**config.mk**
```make
export PLATFORM = sky130hd
export DESIGN_NAME = csm_front_flat
export DESIGN_NICKNAME = d
export VERILOG_FILES = /design/src/design/csm_pkg.sv /design/src/design/csm_if.sv /design/src/design/csm_front.sv /design/src/flat_wrapper.sv
export SDC_FILE = /design/constraint.sdc
export NUM_CORES = 1
export LEC_CHECK = 0
export BUFFER_PORTS_ARGS = -buffer_cell sky130_fd_sc_hd__clkbuf_2
export CAP_MARGIN = 25
export CELL_PAD_IN_SITES_DETAIL_PLACEMENT = 1
export CELL_PAD_IN_SITES_GLOBAL_PLACEMENT = 1
export CORE_AREA = 4 4 189 191
export DETAILED_ROUTE_END_ITERATION = 8
export DIE_AREA = 0 0 193 195
export HOLD_SLACK_MARGIN = 0.03
export PLACE_DENSITY_LB_ADDON = 0.1
export SLEW_MARGIN = 5
export SYNTH_ARGS = -nofsm -noshare
export SYNTH_HDL_FRONTEND = slang
export SYNTH_SLANG_ARGS = --single-unit
```
**constraint.sdc**
```tcl
create_clock -name clock -period 8.9 [get_ports clock]
set_input_delay 0.89 -clock clock [delete_from_list [all_inputs] [get_ports clock]]
set_output_delay 0.89 -clock clock [all_outputs]
set_load 0.005 [all_outputs]
```
**src/design/csm_pkg.sv**
```systemverilog
// Shared constants, types and helpers of the collinear segment merge core.
package csm_pkg;

   localparam int MAX_SEGMENTS_DEF = 64;
   localparam int COORD_BITS_DEF   = 24;
   localparam int TOL_BITS         = 16;
   localparam int MERGE_BITS       = 6;
   localparam int CSR_ADDR_BITS    = 3;
   localparam int CSR_DATA_BITS    = 32;

   localparam logic [TOL_BITS-1:0]   TOL_RESET = 16'd66;
   localparam logic [MERGE_BITS-1:0] MERGE_MAX = 6'd63;
   localparam logic                  CSR_IDX_TOLERANCE = 1'b0;

   typedef struct packed {
      logic valid;
      logic finish;
      logic vertical;
   } q_ctl_type;

   typedef struct packed {
      logic busy;
      logic done;
   } div_stat_type;

   function automatic logic signed [31:0] sat32(input logic signed [63:0] v);
      logic signed [31:0] r;
      if (v > 64'sd2147483647) begin
         r = 32'sh7fffffff;
      end else if (v < -64'sd2147483648) begin
         r = 32'sh80000000;
      end else begin
         r = v[31:0];
      end
      return r;
   endfunction

endpackage

```
**src/design/csm_if.sv**
```systemverilog
// Request and result channel interfaces of the collinear segment merge core.
interface csm_req_if #(parameter int CB = 24) ();
   logic                 valid;
   logic                 ready;
   logic                 command;
   logic signed [CB-1:0] start_x;
   logic signed [CB-1:0] start_y;
   logic signed [CB-1:0] end_x;
   logic signed [CB-1:0] end_y;

   modport source (output valid, command, start_x, start_y, end_x, end_y, input ready);
   modport sink (input valid, command, start_x, start_y, end_x, end_y, output ready);
endinterface


```
**src/design/csm_front.sv**
```systemverilog
// Request intake: decode, classify and queue requests for the engine.
module csm_front
   import csm_pkg::*;
#(
   parameter int COORD_BITS = COORD_BITS_DEF
) (
   input  logic                    clock,
   input  logic                    reset,
   csm_req_if.sink                 req_bus,
   output q_ctl_type               q_ctl,
   output logic signed [COORD_BITS-1:0] q_ax,
   output logic signed [COORD_BITS-1:0] q_ay,
   output logic signed [COORD_BITS-1:0] q_bx,
   output logic signed [COORD_BITS-1:0] q_by,
   output logic signed [COORD_BITS:0]   q_dx,
   output logic signed [COORD_BITS:0]   q_dy,
   input  logic                    q_pop
);
   localparam int CB = COORD_BITS;
   localparam int FW = 2 + 4 * CB + 2 * (CB + 1);

   logic [FW-1:0] ent_ff [2];
   logic [FW-1:0] ent_in;
   logic          wr_ptr_ff, wr_ptr_in;
   logic          rd_ptr_ff, rd_ptr_in;
   logic [1:0]    cnt_ff, cnt_in;
   logic          push, pop;
   logic signed [CB:0] dx, dy;
   logic [FW-1:0] head;

   assign req_bus.ready = (cnt_ff != 2'd2);
   assign push = req_bus.valid && req_bus.ready;
   assign pop  = q_pop && (cnt_ff != 2'd0);

   always_comb begin
      dx = (CB+1)'(req_bus.end_x) - (CB+1)'(req_bus.start_x);
      dy = (CB+1)'(req_bus.end_y) - (CB+1)'(req_bus.start_y);
      ent_in = {req_bus.command, (dx == '0), req_bus.start_x, req_bus.start_y,
                req_bus.end_x, req_bus.end_y, dx, dy};
      wr_ptr_in = push ? ~wr_ptr_ff : wr_ptr_ff;
      rd_ptr_in = pop ? ~rd_ptr_ff : rd_ptr_ff;
      cnt_in = cnt_ff + 2'(push) - 2'(pop);
   end

   always_ff @(posedge clock) begin
      if (reset) begin
         wr_ptr_ff <= 1'b0;
         rd_ptr_ff <= 1'b0;
         cnt_ff    <= 2'd0;
      end else begin
         wr_ptr_ff <= wr_ptr_in;
         rd_ptr_ff <= rd_ptr_in;
         cnt_ff    <= cnt_in;
      end
      if (push) begin
         ent_ff[wr_ptr_ff] <= ent_in;
      end
   end

   assign head = ent_ff[rd_ptr_ff];

   always_comb begin
      q_ctl.valid    = (cnt_ff != 2'd0);
      q_ctl.finish   = head[FW-1];
      q_ctl.vertical = head[FW-2];
      q_ax = $signed(head[2*(CB+1)+4*CB-1 -: CB]);
      q_ay = $signed(head[2*(CB+1)+3*CB-1 -: CB]);
      q_bx = $signed(head[2*(CB+1)+2*CB-1 -: CB]);
      q_by = $signed(head[2*(CB+1)+CB-1 -: CB]);
      q_dx = $signed(head[2*(CB+1)-1 -: CB+1]);
      q_dy = $signed(head[CB:0]);
   end

endmodule

```
**src/flat_wrapper.sv**
```systemverilog
// flat-port wrapper written by rule: the top's interface ports become plain ports
module csm_front_flat import csm_pkg::*;
#(
   parameter int COORD_BITS = COORD_BITS_DEF
)
  (clock, reset, q_ctl, q_ax, q_ay, q_bx, q_by, q_dx, q_dy, q_pop, req_bus_valid, req_bus_command, req_bus_start_x, req_bus_start_y, req_bus_end_x, req_bus_end_y, req_bus_ready);
  csm_req_if req_bus_i ();
  input  logic clock;
  input  logic reset;
  output q_ctl_type q_ctl;
  output logic signed [COORD_BITS-1:0] q_ax;
  output logic signed [COORD_BITS-1:0] q_ay;
  output logic signed [COORD_BITS-1:0] q_bx;
  output logic signed [COORD_BITS-1:0] q_by;
  output logic signed [COORD_BITS:0] q_dx;
  output logic signed [COORD_BITS:0] q_dy;
  input  logic q_pop;
  input wire logic [$bits(req_bus_i.valid)-1:0] req_bus_valid;
  input wire logic [$bits(req_bus_i.command)-1:0] req_bus_command;
  input wire logic [$bits(req_bus_i.start_x)-1:0] req_bus_start_x;
  input wire logic [$bits(req_bus_i.start_y)-1:0] req_bus_start_y;
  input wire logic [$bits(req_bus_i.end_x)-1:0] req_bus_end_x;
  input wire logic [$bits(req_bus_i.end_y)-1:0] req_bus_end_y;
  output wire logic [$bits(req_bus_i.ready)-1:0] req_bus_ready;
  assign req_bus_i.valid = req_bus_valid;
  assign req_bus_i.command = req_bus_command;
  assign req_bus_i.start_x = req_bus_start_x;
  assign req_bus_i.start_y = req_bus_start_y;
  assign req_bus_i.end_x = req_bus_end_x;
  assign req_bus_i.end_y = req_bus_end_y;
  assign req_bus_ready = req_bus_i.ready;
  csm_front #(.COORD_BITS(COORD_BITS)) u_core (.clock(clock), .reset(reset), .req_bus(req_bus_i), .q_ctl(q_ctl), .q_ax(q_ax), .q_ay(q_ay), .q_bx(q_bx), .q_by(q_by), .q_dx(q_dx), .q_dy(q_dy), .q_pop(q_pop));
endmodule
```
# Yosys cells after proc, flatten, opt, wreduce, memory -nomap -nowiden

Memories as Yosys holds them, arrays and structs flattened. A register that Yosys moved wholly into a read port is not among the register bits.
Index checks and enable logic that the tools add are counted.

Bits in registers: 4
Bits in latches: 0
Bits in writable memories: 296
ROM bits: 0
Output and inout bits: 150
Word-level logic and storage cells: 19
Memories: 1

Add/subtract/negate cells: 4
Multiply operators: 0
Div/mod/pow operators: 0
Order comparisons: 0
Equal/unequal tests: 1
Shifts and indexed selects: 0
Multiplexer cells: 4
Bitwise gates (word level): 2
Reduce and logical (&&, ||, !) cells: 4

Memory list:

| name          | words | width | rd ports | clocked after memory_dff | write ports | RTL line        | RTL |
|---|---|---|---|---|---|---|---|
| u_core.ent_ff | 2     | 148   | 1        | 1                        | 1           | csm_front.sv:22 | `logic [FW-1:0] ent_ff [2];` |

Operators by type and width:

| operator                             | count |
|---|---|
| subtractor 24 x 24 -> 25 bit         | 2 |
| zero test 25 bit                     | 1 |
| 2-to-1 mux 1 bit                     | 4 |
| adder 2 x 1 -> 2 bit                 | 1 |
| logical AND 1 bit                    | 2 |
| != test 2 bit, second input constant | 1 |
| inverter 1 bit                       | 2 |
| nonzero test 2 bit                   | 1 |
| subtractor 2 x 1 -> 2 bit            | 1 |

# Depth between registers and ports, before layout

Depth in word-level cells: 4
Mapped depth: 12
Depth with buffers taken out: 12

# Least setup slack after synthesis

OpenSTA, ideal clock, no wires.

Path kind: input to register
Start: in req_bus_valid
End: mem u_core.ent_ff[0][0] (netlist bit), enable pin
Setup time: 0.657 ns
Arrival time: 7.121 ns
Required time: 8.243 ns
Slack: 1.121 ns
Stages on the path: 2
Path buffers: 0
Cell sequence: nand2_1 -> nor2_1

Cells in the longest elaborated chain, start to end: 3

Ends and longest elaborated chain:

| element                                | RTL line           | RTL |
|---|---|---|
| from (decl)                            | flat_wrapper.sv:18 | `input wire logic [$bits(req_bus_i.valid)-1:0] req_bus_valid;` |
| logical AND 1 bit                      | csm_front.sv:32    | `assign push = req_bus.valid && req_bus.ready;` |
| 2-to-1 mux 1 bit                       | csm_front.sv:55    | `if (push) begin` |
| 2-to-1 mux 1 bit (implied by the code) | csm_front.sv:56    | `ent_ff[wr_ptr_ff] <= ent_in;` |
| to (decl)                              | csm_front.sv:22    |  |

Every way passes these cells.

# Final worst setup path

Start: in req_bus_end_x[0]
End: mem u_core.ent_ff[1][146] (netlist bit) (data pin)

Cells in the longest elaborated chain, start to end: 2

Ends and longest elaborated chain:

| element                      | RTL line           | RTL |
|---|---|---|
| from (decl)                  | flat_wrapper.sv:22 | `input wire logic [$bits(req_bus_i.end_x)-1:0] req_bus_end_x;` |
| subtractor 24 x 24 -> 25 bit | csm_front.sv:36    | `dx = (CB+1)'(req_bus.end_x) - (CB+1)'(req_bus.start_x);` |
| via u_core.dx[4]             | csm_front.sv:28    | `logic signed [CB:0] dx, dy;` |
| zero test 25 bit             | csm_front.sv:38    | `ent_in = {req_bus.command, (dx == '0), req_bus.start_x, req_bus.start_y,` |
| via u_core.ent_in[146]       | csm_front.sv:23    | `logic [FW-1:0] ent_in;` |

The timed path passes the listed nets, and every way through them passes these cells.

==> metrics.yaml <==
sta:
  skew_ns: 0.00978
  fmax_mhz: 251
  worst_pin_slew_ns: 0.920
  grt_setup_unrepaired: "no"
  fin_crit_ns: 3.98
  relSlewSlack_pct: 38.7
  fin_tns_setup_ns: 0
  finalCritPeriodShare_pct: 44.8
  hold_viol: 0
  maxSlewViolCount: 0
  finalSetupViolCount: 0
  fin_ws_ns: 4.92
  hold_slack_ns: 0.521
global_routing:
  grt_pass1_wl_um: 48000
  gr-total-overflow: 0
  grt_max_degree: 67
  grt_use_total_pct: 16.1
  antenna_found_initial: 1
  first_global_vias: 8605
placed_design:
  placed_area_sq_um: 15300
  globalplace.congestion: 0.787
  placed_cells: 1561
  dp_hpwl_um: 21800
  portBuffers: 250
  post-place-ws_ns: 4.38
clocking:
  postCtsHoldBufs: 0
  cts.reportedPaths.clkPinSlew_ns: 0.06
  clock-root-buffer: "clkbuf_16"
  cts-resized-gates: 0
  cts_tree: "done"
  insertion_delay_ns: 0.51
  cts-buffers-inserted: 35
  post_cts_buffers: 0
  htree_levels: 2
  cts_sinks: 301
  clock_path_buffers: 3
synth:
  synth_seq_area_share_pct: 66.7
  synth_simple_gate_area_share_pct: 4.89
  synthAdderAreaFrac_pct: 4.94
  postSynthNetCount: 1024
  synth_xor_xnor_area_share_pct: 2.60
  synthDistinctLibCells: 63
  synthFlopType: "edfxtp_1"
  async_flop_share_pct: 0
  synth_top_family_by_area: "multiplexers"
  synthMuxAreaShare_pct: 12.4
  synth-seq-cells: 301
  yosysWarnings: 0
  synthTopCellsByArea: "edfxtp_1 66%, mux2_2 12%, ha_1 4.6%, xnor2_1 1.9%, inv_1 1.8%"
  synthCells: 871
  synth_top_cell_by_area: "edfxtp_1"
  synth_edf_count: 296
  yosysTopAreaCellShare_pct: 65.9
  avgSynthCellArea_sq_um: 15.5
  syn-cell-area_sq_um: 13500
  synth-compound-area-share_pct: 6.02
min_path:
  hp-class: "flop to flop"
  holdCritStartpoint: "u_core.rd_ptr_ff$_SDFFE_PP0P_"
  min_to: "u_core.rd_ptr_ff$_SDFFE_PP0P_"
  min_path_cells: 2
layout:
  final_area_sq_um: 16400
  final_nets: 1296
  layout_common_cells: "296 x edfxtp_1, 250 x clkbuf_2, 148 x mux2_2, 66 x inv_1, 50 x ha_1"
  drive_gt1_share_pct: 40.3
  fin_util_pct: 48.2
  area_delta_synth_final_pct: 21.9
  final_common_cell: "edfxtp_1"
  diodes: 0
  fin_cells: 1623
setup_path:
  r2r_slack_ns: 5.88
  path_class: "input pin to flop"
  r2r-start: "u_core.cnt_ff[0]$_SDFF_PP0_"
  cp-start-kind: "input pin"
  r2r_cells: 7
  cp_max_fo: 3
  r2r_end: "u_core.ent_ff[0][135]$_DFFE_PP_"
  critPathRequiredTime_ns: 9.26
  crit_path_end_kind: "flop"
  arrival_ns: 4.34
pwr:
  p_leak_nw: 6.48
  power_density_nw_per_um2: 275
  total_power_mw: 4.52
  irDropWorstVdd_uv: 156
detailed_routing:
  routed_wirelength_um: 30900
  wire_per_inst_um: 19.0
  drtIter0Drc: 373
  drc: 0
  postRouteAntennaNets: 0
  drtPass1Iterations: 5
  vias: 8071
  vias_per_cell: 4.97
floorplanning:
  die_x_um: 193
  design.core.area_sq_um: 34100
  dieHeight_um: 195
  initial_core_util_pct: 39.5
  dieArea_sq_um: 37600
  std_cell_rows: 68
  io_pins: 251
job:
  max-cap-violations: 0
outcome:
  status: "finished clean"
==> cells in the mapped netlist, types with 2 or more instances <==
master and n:
edfxtp_1 296, mux2_2 148, inv_1 66, ha_1 50, nor2_1 35, a21oi_1 34, xnor2_1 29, nand2_1 22
a21o_1 21, clkbuf_1 15, o21ai_0 13, xor2_1 11, nand2b_1 9, a31oi_1 8, nand3_1 7, nor2b_1 7
nor3_1 7, and3_1 5, dfxtp_1 5, o21a_1 5, a221oi_1 4, and2_1 4, buf_1 4, o21bai_1 4
a211oi_1 3, nand4_1 3, nor3b_1 3, o211ai_1 3, or3_1 3, or4_1 3, a211o_1 2, a21oi_2 2
a311oi_1 2, and4_1 2, fa_1 2, nor4b_1 2, o21ai_1 2, o221ai_1 2, o31ai_1 2, o32a_1 2
or2_2 2
==> critical path: stages <==
cell and delay [ns]:
clkbuf_2 0.10, inv_1 0.04, ha_1 0.29, fa_1 0.43, nand2b_1 0.18, nand2b_1 0.08, a21oi_1 0.07, xnor2_1 0.16
or4b_1 0.53, or4_1 0.49, or4_1 0.52, nor4b_1 0.30, and4b_1 0.26
==> worst max path at each step <==
stage	startpoint	end	slack, ns	depth (start not counted)
floorplan	req_bus_valid	u_core.ent_ff[0][0]$_DFFE_PP_	1.12	2
global route	req_bus_end_x[0]	u_core.ent_ff[1][146]$_DFFE_PP_	4.65	13
detailed placement	req_bus_end_x[0]	u_core.ent_ff[1][146]$_DFFE_PP_	4.38	13
finish	req_bus_end_x[0]	u_core.ent_ff[1][146]$_DFFE_PP_	4.92	13
global placement	req_bus_end_x[0]	u_core.ent_ff[0][146]$_DFFE_PP_	4.48	13
CTS	req_bus_end_x[0]	u_core.ent_ff[1][146]$_DFFE_PP_	4.89	13
==> cell type report <==
| class | instances | area [sq um] |
|---|---|---|
| inverter | 66 | 248 |
| timing repair buffer | 257 | 1320 |
| clock buffer | 42 | 945 |
| sequential | 301 | 8990 |
| clock inverter | 20 | 195 |
| tap | 455 | 569 |
| multi-input combinational | 482 | 4170 |
| fill | 3497 | 17700 |
==> flip-flops by register name, indices dropped and copies added, names as in the netlist, named ones only <==
signal / flops
u_core.ent_ff: 296
u_core.cnt_ff: 2
u_core.rd_ptr_ff: 1
u_core.wr_ptr_ff: 1
==> routing by layer <==
layer	GRT usage [%]	part of all wire (%)
met1	20.3	42
met5	0	0.042
met4	3.75	1.9
met3	4.56	6.5
met2	27.4	49
==> report_power, final <==
group / switching [mW] / total (mW) / internal, mW
Combinational: 0.612 / 1.16 / 0.547
Sequential: 0.0791 / 1.94 / 1.86
Clock: 0.543 / 1.41 / 0.870
Total: 1.23 / 4.52 / 3.28
==> kinds of logic after synthesis <==
family                   after synthesis
flip-flops                           301
AND/OR/NAND/NOR                      124
AO/OA/AOI/OAI                        118
buffers and inverters                 88
adder cells (fa/ha/maj)               52
multiplexers                         148
XOR/XNOR                              40
No activity file was read; power rests on OpenSTA's default activity.
